===== src/rtl/sha1md_pkg.sv =====
// ---------------------------------------------------------------------------
// sha1md_pkg
// Types, constants and round functions shared by the SHA-1 digest block.
// ---------------------------------------------------------------------------
package sha1md_pkg;

	localparam int LEN_BITS_DEF = 64;
	localparam int WORD_W       = 32;
	localparam int WIN_DEPTH    = 16;
	localparam int WIN_AW       = 4;

	typedef struct packed {
		logic [7:0] data_byte;
		logic       carries_byte;
		logic       end_of_message;
	} msg_item_t;

	typedef struct packed {
		logic [31:0] digest_word;
		logic [2:0]  word_index;
		logic        last_word;
	} dig_item_t;

	typedef enum logic [1:0] {
		GRP_CH  = 2'd0,
		GRP_P1  = 2'd1,
		GRP_MAJ = 2'd2,
		GRP_P2  = 2'd3
	} rgrp_t;

	localparam logic [31:0] H_INIT [5] = '{
		32'h67452301, 32'hEFCDAB89, 32'h98BADCFE, 32'h10325476, 32'hC3D2E1F0
	};

	localparam logic [31:0] K_RND [4] = '{
		32'h5A827999, 32'h6ED9EBA1, 32'h8F1BBCDC, 32'hCA62C1D6
	};

	localparam logic [7:0] PAD_BYTE = 8'h80;

	function automatic logic [31:0] round_f(rgrp_t grp, logic [31:0] b,
		logic [31:0] c, logic [31:0] d);
		logic [31:0] r;
		unique case (grp)
			GRP_CH:  r = (b & c) | (~b & d);
			GRP_MAJ: r = (b & c) | (b & d) | (c & d);
			default: r = b ^ c ^ d;
		endcase
		return r;
	endfunction

endpackage


===== src/rtl/sha1_message_digest.sv =====
// ---------------------------------------------------------------------------
// sha1_message_digest
// Byte-serial SHA-1: packs bytes into a 16-word window RAM, runs the
// 80-round compression out of that RAM, pads and emits five digest words.
// ---------------------------------------------------------------------------
//  channel | direction | payload     | handshake
//  msg     | in        | msg_item_t  | msg_valid / msg_stall
//  dig     | out       | dig_item_t  | dig_valid / dig_stall
//
//  message bytes are taken only in the idle state; the 64th byte of a
//  block starts a compression, each round a read state then a calc state.
//  an end marker adds the padding writes and one or two compressions,
//  a load of the digest, then five word transfers.
//  asynchronous reset returns the chaining words to their initial values.
//  a new message may stream in while the digest is still being drained.
// ---------------------------------------------------------------------------
module sha1_message_digest #(
	parameter int LENGTH_COUNTER_BITS = sha1md_pkg::LEN_BITS_DEF
) (
	input  logic                  clk,
	input  logic                  arst_n,
	input  logic                  msg_valid,
	output logic                  msg_stall,
	input  sha1md_pkg::msg_item_t msg,
	output logic                  dig_valid,
	input  logic                  dig_stall,
	output sha1md_pkg::dig_item_t dig
);

	localparam int CW = LENGTH_COUNTER_BITS;
	localparam int AW = sha1md_pkg::WIN_AW;

	typedef enum logic [6:0] {
		ST_IDLE = 7'b0000001,
		ST_PAD  = 7'b0000010,
		ST_LOAD = 7'b0000100,
		ST_RDB  = 7'b0001000,
		ST_CALC = 7'b0010000,
		ST_ADD  = 7'b0100000,
		ST_FIN  = 7'b1000000
	} state_t;

	state_t          state_q;
	logic [CW-1:0]   cnt_q;
	logic [6:0]      t_q;
	logic [AW-1:0]   wp_q;
	logic            pfirst_q;
	logic            plen_q;
	logic            eom_q;
	logic            pad2_q;
	logic            fin_q;
	logic            obusy_q;
	logic [2:0]      oidx_q;
	logic [31:0]     h_q [5];
	logic [31:0]     wk_q [5];
	logic [31:0]     dig_q [5];
	logic [23:0]     word_q;
	logic [31:0]     w16_q;
	logic [31:0]     w14_q;

	logic            ram_we;
	logic [AW-1:0]   ram_wa;
	logic [31:0]     ram_wd;
	logic [AW-1:0]   ram_ra0;
	logic [AW-1:0]   ram_ra1;
	logic [31:0]     ram_rd0;
	logic [31:0]     ram_rd1;

	logic            in_xfer;
	logic            out_xfer;
	logic [AW-1:0]   pad_addr;
	logic            pad_len;
	logic [31:0]     pad_word;
	logic [63:0]     bit_len;
	logic [6:0]      t_nx;
	logic [31:0]     wt;
	logic [31:0]     f_val;
	logic [31:0]     rnd_sum;
	sha1md_pkg::rgrp_t grp;

	assign in_xfer   = msg_valid && !msg_stall;
	assign out_xfer  = dig_valid && !dig_stall;
	assign msg_stall = (state_q != ST_IDLE);

	assign dig_valid       = obusy_q;
	assign dig.digest_word = dig_q[0];
	assign dig.word_index  = oidx_q;
	assign dig.last_word   = (oidx_q == 3'd4);

	// padding words
	assign bit_len  = 64'(cnt_q) << 3;
	assign pad_addr = pfirst_q ? cnt_q[5:2] : wp_q;
	assign pad_len  = pfirst_q ? (cnt_q[5:0] < 6'd56) : plen_q;

	always_comb begin
		unique case (cnt_q[1:0])
			2'd0: pad_word = {sha1md_pkg::PAD_BYTE, 24'h0};
			2'd1: pad_word = {word_q[7:0], sha1md_pkg::PAD_BYTE, 16'h0};
			2'd2: pad_word = {word_q[15:0], sha1md_pkg::PAD_BYTE, 8'h0};
			default: pad_word = {word_q[23:0], sha1md_pkg::PAD_BYTE};
		endcase
	end

	// round datapath
	assign t_nx = t_q + 7'd1;

	always_comb begin
		if (t_q < 7'd20) begin
			grp = sha1md_pkg::GRP_CH;
		end else if (t_q < 7'd40) begin
			grp = sha1md_pkg::GRP_P1;
		end else if (t_q < 7'd60) begin
			grp = sha1md_pkg::GRP_MAJ;
		end else begin
			grp = sha1md_pkg::GRP_P2;
		end
	end

	always_comb begin
		logic [31:0] x;
		x = ram_rd0 ^ ram_rd1 ^ w14_q ^ w16_q;
		wt = (t_q < 7'd16) ? w16_q : {x[30:0], x[31]};
	end

	assign f_val   = sha1md_pkg::round_f(grp, wk_q[1], wk_q[2], wk_q[3]);
	assign rnd_sum = {wk_q[0][26:0], wk_q[0][31:27]} + f_val + wk_q[4] + wt
		+ sha1md_pkg::K_RND[grp];

	// window ram access
	always_comb begin
		ram_we  = 1'b0;
		ram_wa  = cnt_q[5:2];
		ram_wd  = {word_q, msg.data_byte};
		ram_ra0 = t_q[3:0];
		ram_ra1 = t_q[3:0] + AW'(2);
		unique case (state_q)
			ST_IDLE: begin
				ram_we = in_xfer && msg.carries_byte && (cnt_q[1:0] == 2'd3);
			end
			ST_PAD: begin
				ram_we = 1'b1;
				ram_wa = pad_addr;
				if (pfirst_q) begin
					ram_wd = pad_word;
				end else if (pad_len && pad_addr == AW'(14)) begin
					ram_wd = bit_len[63:32];
				end else if (pad_len && pad_addr == AW'(15)) begin
					ram_wd = bit_len[31:0];
				end else begin
					ram_wd = '0;
				end
			end
			ST_LOAD: begin
				ram_ra0 = '0;
				ram_ra1 = AW'(2);
			end
			ST_RDB: begin
				ram_ra0 = t_q[3:0] + AW'(13);
				ram_ra1 = t_q[3:0] + AW'(8);
			end
			ST_CALC: begin
				ram_we  = (t_q >= 7'd16);
				ram_wa  = t_q[3:0];
				ram_wd  = wt;
				ram_ra0 = t_nx[3:0];
				ram_ra1 = t_nx[3:0] + AW'(2);
			end
			ST_ADD, ST_FIN: begin
				ram_we = 1'b0;
			end
			default: begin
				ram_we = 1'b0;
			end
		endcase
	end

	sha1md_ram #(
		.WIDTH (sha1md_pkg::WORD_W),
		.DEPTH (sha1md_pkg::WIN_DEPTH)
	) u_win (
		.clk    (clk),
		.we     (ram_we),
		.waddr  (ram_wa),
		.wdata  (ram_wd),
		.raddr0 (ram_ra0),
		.raddr1 (ram_ra1),
		.rdata0 (ram_rd0),
		.rdata1 (ram_rd1)
	);

	// control
	always_ff @(posedge clk or negedge arst_n) begin
		if (!arst_n) begin
			state_q  <= ST_IDLE;
			cnt_q    <= '0;
			t_q      <= '0;
			wp_q     <= '0;
			pfirst_q <= 1'b0;
			plen_q   <= 1'b0;
			eom_q    <= 1'b0;
			pad2_q   <= 1'b0;
			fin_q    <= 1'b0;
			obusy_q  <= 1'b0;
			oidx_q   <= '0;
			for (int i = 0; i < 5; i++) begin
				h_q[i] <= sha1md_pkg::H_INIT[i];
			end
		end else begin
			if (out_xfer) begin
				if (oidx_q == 3'd4) begin
					obusy_q <= 1'b0;
				end
				oidx_q <= oidx_q + 3'd1;
			end
			unique case (state_q)
				ST_IDLE: begin
					if (in_xfer) begin
						if (msg.carries_byte) begin
							cnt_q <= cnt_q + CW'(1);
							if (cnt_q[5:0] == 6'd63) begin
								state_q <= ST_LOAD;
								eom_q   <= msg.end_of_message;
							end else if (msg.end_of_message) begin
								state_q  <= ST_PAD;
								pfirst_q <= 1'b1;
							end
						end else if (msg.end_of_message) begin
							state_q  <= ST_PAD;
							pfirst_q <= 1'b1;
						end
					end
				end
				ST_PAD: begin
					pfirst_q <= 1'b0;
					plen_q   <= pad_len;
					wp_q     <= pad_addr + AW'(1);
					if (pad_addr == AW'(15)) begin
						state_q <= ST_LOAD;
						if (pad_len) begin
							fin_q <= 1'b1;
						end else begin
							pad2_q <= 1'b1;
						end
					end
				end
				ST_LOAD: begin
					t_q     <= '0;
					state_q <= ST_RDB;
				end
				ST_RDB: begin
					state_q <= ST_CALC;
				end
				ST_CALC: begin
					if (t_q == 7'd79) begin
						t_q     <= '0;
						state_q <= ST_ADD;
					end else begin
						t_q     <= t_nx;
						state_q <= ST_RDB;
					end
				end
				ST_ADD: begin
					for (int i = 0; i < 5; i++) begin
						h_q[i] <= h_q[i] + wk_q[i];
					end
					if (fin_q) begin
						state_q <= ST_FIN;
					end else if (eom_q) begin
						eom_q    <= 1'b0;
						pfirst_q <= 1'b1;
						state_q  <= ST_PAD;
					end else if (pad2_q) begin
						pad2_q   <= 1'b0;
						pfirst_q <= 1'b0;
						plen_q   <= 1'b1;
						wp_q     <= '0;
						state_q  <= ST_PAD;
					end else begin
						state_q <= ST_IDLE;
					end
				end
				ST_FIN: begin
					if (!obusy_q) begin
						obusy_q <= 1'b1;
						oidx_q  <= '0;
						cnt_q   <= '0;
						fin_q   <= 1'b0;
						state_q <= ST_IDLE;
						for (int i = 0; i < 5; i++) begin
							h_q[i] <= sha1md_pkg::H_INIT[i];
						end
					end
				end
				default: begin
					state_q <= ST_IDLE;
				end
			endcase
		end
	end

	// datapath registers
	always_ff @(posedge clk) begin
		if (state_q == ST_IDLE && in_xfer && msg.carries_byte) begin
			word_q <= {word_q[15:0], msg.data_byte};
		end
		if (state_q == ST_RDB) begin
			w16_q <= ram_rd0;
			w14_q <= ram_rd1;
		end
		if (state_q == ST_LOAD) begin
			for (int i = 0; i < 5; i++) begin
				wk_q[i] <= h_q[i];
			end
		end else if (state_q == ST_CALC) begin
			wk_q[0] <= rnd_sum;
			wk_q[1] <= wk_q[0];
			wk_q[2] <= {wk_q[1][1:0], wk_q[1][31:2]};
			wk_q[3] <= wk_q[2];
			wk_q[4] <= wk_q[3];
		end
		if (state_q == ST_FIN && !obusy_q) begin
			for (int i = 0; i < 5; i++) begin
				dig_q[i] <= h_q[i];
			end
		end else if (out_xfer) begin
			for (int i = 0; i < 4; i++) begin
				dig_q[i] <= dig_q[i + 1];
			end
		end
	end

	// checks
	a_dig_contig: assert property (@(posedge clk) disable iff (!arst_n)
		dig_valid && dig.word_index != 3'd0 |-> $past(dig_valid))
		else $error("digest words not contiguous");

	a_blk_start: assert property (@(posedge clk) disable iff (!arst_n)
		in_xfer && msg.carries_byte && cnt_q[5:0] == 6'd63 |=> state_q == ST_LOAD)
		else $error("full block did not start compression");

	a_no_rw_hit: assert property (@(posedge clk) disable iff (!arst_n)
		state_q == ST_CALC && ram_we |-> ram_wa != ram_ra0 && ram_wa != ram_ra1)
		else $error("schedule write collides with read");

	a_fin_emit: assert property (@(posedge clk) disable iff (!arst_n)
		state_q == ST_FIN && !obusy_q |=> dig_valid && dig.word_index == 3'd0)
		else $error("digest not presented after finish");

endmodule


===== src/rtl/sha1md_ram.sv =====
// ---------------------------------------------------------------------------
// sha1md_ram
// Generic RAM: one write port, two read ports, registered read data.
// ---------------------------------------------------------------------------
module sha1md_ram #(
	parameter int WIDTH = 32,
	parameter int DEPTH = 16
) (
	input  logic                     clk,
	input  logic                     we,
	input  logic [$clog2(DEPTH)-1:0] waddr,
	input  logic [WIDTH-1:0]         wdata,
	input  logic [$clog2(DEPTH)-1:0] raddr0,
	input  logic [$clog2(DEPTH)-1:0] raddr1,
	output logic [WIDTH-1:0]         rdata0,
	output logic [WIDTH-1:0]         rdata1
);

	logic [WIDTH-1:0] mem [DEPTH];

	always_ff @(posedge clk) begin
		if (we) begin
			mem[waddr] <= wdata;
		end
		rdata0 <= mem[raddr0];
		rdata1 <= mem[raddr1];
	end

endmodule

===== config.mk =====
export PLATFORM = sky130hd
export DESIGN_NAME = sha1_message_digest
export DESIGN_NICKNAME = d
export VERILOG_FILES = /design/src/rtl/sha1md_pkg.sv /design/src/rtl/sha1_message_digest.sv /design/src/rtl/sha1md_ram.sv
export SDC_FILE = /design/constraint.sdc
export NUM_CORES = 2
export LEC_CHECK = 0
export ABC_AREA = 1
export BUFFER_PORTS_ARGS = -buffer_cell sky130_fd_sc_hd__buf_2
export CORE_UTILIZATION = 29
export DETAILED_ROUTE_END_ITERATION = 6
export REMOVE_ABC_BUFFERS = 1
export SYNTH_ARGS = -nofsm -noshare
export SYNTH_HDL_FRONTEND = slang
export SYNTH_HIERARCHICAL = 1
export SYNTH_SLANG_ARGS = --single-unit

===== constraint.sdc =====
create_clock -name clk -period 5 [get_ports clk]
set_clock_uncertainty 0.1 [all_clocks]
set_input_delay 0.75 -clock clk [delete_from_list [all_inputs] [get_ports clk]]
set_output_delay 0.75 -clock clk [all_outputs]
set_load 0.02 [all_outputs]

* Yosys cells after proc, flatten, opt, wreduce, memory -nomap -nowiden
Memory sizes are Yosys's and may differ from the RTL's. A register that Yosys moved wholly into a read port is not among the register bits.
Index checks and enable logic that the tools add are counted.
Widths: inputs -> output; s select.
** Operators by class
- Magnitude comparators :: 7
- Equal/unequal tests :: 29
- Muxes and demuxes :: 96
- Bitwise logic cells :: 23
- Reductions and logical operators :: 29
- Add/subtract/negate cells :: 17
** Operator list (number)
- $mux 32 :: 15
- $pmux 160 s2 :: 1
- $add 32x32->32 :: 9
- $mux 64 :: 3
- $mux 160 :: 1
- $xor 32x32->32 :: 5
- $and 32x32->32 :: 4
- $pmux 32 s2 :: 2
- $pmux 64 s2 :: 1
- $or 32x32->32 :: 3
- $pmux 32 s3 :: 1
- $add 64x1->64 const B :: 1
- $bmux 32 s2 :: 1
- $mux 7 :: 8
- $pmux 7 s7 :: 1
- $mux 1 :: 39
- $not 32->32 :: 1
- $pmux 4 s3 :: 2
- $ne 2x2->1 const B :: 10
- $mux 4 :: 4
- $pmux 4 s2 :: 2
- $reduce_and 5->1 :: 3
- $eq 7x7->1 const B :: 2
- $lt 7x5->1 const B :: 2
- other kinds (38) :: 80
** Word-level totals
- Output and inout bits :: 38
- Memories kept :: 3
- Bits of input ports :: 14
- Word-level logic and storage cells :: 223
- RAM bits :: 832
- Flip-flop bits (word level) :: 339
** Memory list
- u_win.mem :: words 16, bits a word 32, read ports 2, clocked after memory_dff 2, write ports 1, line sha1md_ram.sv:19 : logic [WIDTH-1:0] mem [DEPTH];
- dig_q :: words 5, bits a word 32, read ports 5, clocked after memory_dff 0, write ports 5, line sha1_message_digest.sv:56 : logic [31:0] dig_q [5];
- wk_q :: words 5, bits a word 32, read ports 5, clocked after memory_dff 0, write ports 5, line sha1_message_digest.sv:55 : logic [31:0] wk_q [5];

* Logic depth before layout (Yosys ltp)
- Word-level depth :: 11
- Mapped depth :: 26
- Gate-level depth less buffers :: 26

* Cells and area by module
Netlist, hierarchy kept.
** By module, submodules not included
- sha1_message_digest :: instances 1, cells an instance 5641, area each 45590.0 µm²
- sha1md_ram :: instances 1, cells an instance 3318, area each 28676.3 µm²

* Worst setup path before layout
OpenSTA, ideal clock, no wires.
- Kind :: register to register
- From :: register state_q[1]
- To :: memory wk_q[0][0] (enable)
- Cell stages (with the launch flop) :: 6
- Period minus slack after synthesis :: 5.016 ns
- Library setup time :: 0.515 ns
- Slack :: -0.016 ns
- Path buffers :: 0
- Arrival time :: 4.401 ns
- Path through :: dfrtp_1 nor2_1 inv_1 nor4_1 nor2_1 inv_1
** RTL lines
- start, declared :: line sha1_message_digest.sv:43 : state_t state_q;
- start signal, assigned :: line sha1_message_digest.sv:194 : state_q <= ST_IDLE;
- start signal, assigned :: line sha1_message_digest.sv:221 : state_q <= ST_LOAD;
- start signal, assigned :: line sha1_message_digest.sv:224 : state_q <= ST_PAD;
- end, declared :: line sha1_message_digest.sv:55

==> out/metrics.yaml <==
status:
  status: "complete, but fails checks"
  violations: "DRC"
synth:
  synth_ff_type: "edfxtp_1"
  synth_async_sr_flop_share_pct: 20.1
  synth_cell_types: 60
  synthCells: 8959
  avgSynthCellArea_um2: 8.29
  yosys_warnings: 6
  synthesis.area_um2: 74300
  synth_seq_area_share_pct: 47.4
  synth-seq-cells: 1232
  synth_edf_count: 920
setup_path:
  critPathCaptureType: "flip-flop"
  r2r_start: "t_q[6]"
  critical_path_arrival_ps: 5480
  worstSetupStartpoint: "t_q[6]"
  worstSetupStartpointType: "flip-flop"
  critPathKind: "reg2reg"
  worst-path-max-fanout: 7
  r2r.worst_path.cells: 24
  worstPathRequired_ps: 5560
placed_design:
  io_buffers: 51
  gp_congestion: 1.03
  dp_hpwl_um: 190000
clocking:
  cts-htree-levels: 4
  clock_path_buffers: 3
  root_buffer: "clkbuf_16"
  clock-sinks: 1232
  cts_tree: "built"
  clk_latency_ps: 820
  cts_buffers: 137
  clk_pin_slew_ps: 60
timing:
  setup_viol: 0
  period_needed_ps: 4920
  slew_headroom_pct: 18.4
  worstMarginPinSlew_ps: 1220
  max_freq_mhz: 203
  rsz0062_at_grt: "true"
  hold_ws_ps: 143
  slew_viol_final: 0
  finalHoldViolCount: 0
  layout_worst_path_cycle_share_pct: 98.3
hold_path:
  min_path_type: "in2reg"
  min_path_cells: 1
  min_from: "msg[5]"
floorplanning:
  core_area_um2: 254000
  fp.dieH_um: 508
  dieArea_um2: 258000
  initial_core_util_pct: 29.2
  io_pins: 52
  die_x_um: 508
  rows: 185
drt:
  routed-via-count: 64503
  drt_wl_total_um: 274000
  route.detailed.drc: 10
  drt-pass1-iter-count: 7
  ant_nets: 0
  viasPerCell: 5.09
  drtIter0Drc: 7044
  wl_per_cell_um: 21.7
job:
  drv_cap: 0
cells_and_area:
  fillers: 26285
  area_growth_syn_to_layout_pct: 16.1
  drive_gt1_share_pct: 11.1
  fin_util_pct: 33.9
  nNetsFinal: 9518
global_routing:
  grt_max_degree: 175
  gr-total-overflow: 0
  grt_antenna_before_repair: 9
  grt_usage_pct: 20.7
  grt_pass1_wl_um: 399000
  grt_pass1_vias: 60565
power:
  p_leak_nw: 37.3
  ir_drop_v: 0.000318
  power.density_nw_per_um2: 373
-- through the flow --
step	area (µm²)	total power, mW	setup TNS [ps]	setup slack [ps]	cells
detailed placement	80500	21.1	-3080	-269	12387
floorplan	71900	18.2	-5044250	-16240	8559
finish	86200	32.2	0	84.8	12662
CTS	85200	31.7	-3.62	-3.62	12644
global route	86200	33.5	-330	-59.0	12660
global placement	80500	21.1	-2310	-286	12387
-- synthesized netlist by cell type (all sizes together), types with 10 or more instances --
cell type / number / share of area (%)
o211ai: 60 / 0.61
or2: 10 / 0.084
nor4: 15 / 0.18
edfxtp: 920 / 37
buf: 297 / 2.6
fa: 125 / 3.4
o31ai: 28 / 0.28
o221ai: 37 / 0.44
o21a: 24 / 0.24
a21boi: 14 / 0.14
dfrtp: 167 / 5.6
a21oi: 299 / 2.0
nand3: 1194 / 8.1
nand3b: 15 / 0.15
o2111ai: 20 / 0.24
nor3: 64 / 0.45
o22ai: 78 / 0.66
clkbuf: 103 / 0.52
o21ai: 536 / 3.6
dfxtp: 64 / 1.7
a21o: 28 / 0.28
o21bai: 29 / 0.29
inv: 1298 / 6.6
nand4: 88 / 0.74
dfstp: 81 / 2.9
nand2: 2501 / 13
xnor2: 115 / 1.4
a31oi: 10 / 0.084
nor2: 425 / 2.2
ha: 201 / 3.4
xor2: 84 / 0.99
-- cell type report --
type	count	area, µm²	area share (%)
inverters	1299	4920	5.71
clock inverters	67	801	0.929
diodes	2	5.00	0.00580
clock buffers	188	3850	4.47
repair buffers	479	4190	4.86
flip-flops and latches	1232	35200	40.8
repair inverters	1	6.26	0.00726
multi-input cells	6028	33000	38.3
well taps	3366	4210	4.88
-- where the power goes --
part | switching [mW] | leakage [nW] | internal (mW) | total [mW]
Sequential | 0.475 | 11.7 | 12.1 | 12.6
Combinational | 5.98 | 23.3 | 3.04 | 9.02
Clock | 4.57 | 2.26 | 5.99 | 10.6
-- cell families after synthesis --
kind of cell    share of synthesized area (%)
compound gates                           9.17
buf+inv                                  9.70
simple gates                             24.6
flops                                    47.4
xor+xnor                                 2.35
fa+ha+maj                                6.76
-- cells in the final DEF (no fill, tap or decap), drive strengths merged, types with 15 or more instances in the layout --
cell	n
fa	125
o22ai	78
o21ai	536
nor3	64
nand2	2501
a21o	28
o21a	24
dfstp	81
a21oi	299
ha	201
edfxtp	920
dfrtp	167
o221ai	37
buf	476
xnor2	115
clkinv	49
o31ai	28
nand3	1194
xor2	84
o211ai	60
nor2	425
inv	1304
nand3b	15
o21bai	29
nand4	88
o2111ai	20
dfxtp	64
nor4	15
clkbuf	190
-- worst max-delay path, cell delays in order, from the launching register on --
cell and delay [ps]:
dfrtp_2 440, buf_4 150, nor2_4 120, nand3_4 160, nand2_4 140, clkbuf_16 170
o221ai_2 100, fa_1 590, fa_1 440, fa_1 430, inv_1 70, ha_2 170
inv_1 50, fa_2 340, nand3b_1 180, nand2_2 120, buf_6 120, inv_1 40
o211ai_1 160, buf_4 160, inv_1 60, o21ai_2 130, xor2_1 180, nand2_1 80
nand2_1 80
-- registers in the layout, indices dropped and copies added, names as in the netlist, 3 cells and up --
register	cells
oidx_q	3
wp_q	4
w14_q	32
w16_q	32
wk_q	160
u_win/mem	512
u_win/rdata0	32
h_q	160
dig_q	160
t_q	7
u_win/rdata1	32
cnt_q	61
word_q	24
state_q	7
-- layer usage --
metal  track usage [%]  vias to the layer above  share of wire (%)
met5                 0                        -              0.018
met4              9.06                        8                4.9
met3              4.01                      661                9.1
met2              32.9                     3087                 45
met1              27.3                    30642                 41
li1                  -                    30105                  -
-- timing repair --
action / CTS / global route
hold buffers: 1 / 0
buffers inserted: 1 / 15
pin swaps: 3 / 63
endpoints found under the hold margin: 35 / 0
gates cloned: 0 / 3
endpoints found under the setup margin: 22 / 23
gates resized for setup: 30 / 203
-- path summary, 6_finish.rpt --
check                                   end  slack, ps
min in group asynchronous          h_q[149]        500
worst max register to register  wk_q[0][17]         80
worst max-delay path            wk_q[0][17]         80
worst min register to register    w16_q[18]        350
max in group asynchronous         cnt_q[29]       3130
worst min-delay path              word_q[3]        140
Power figures use the tool's default switching activity.
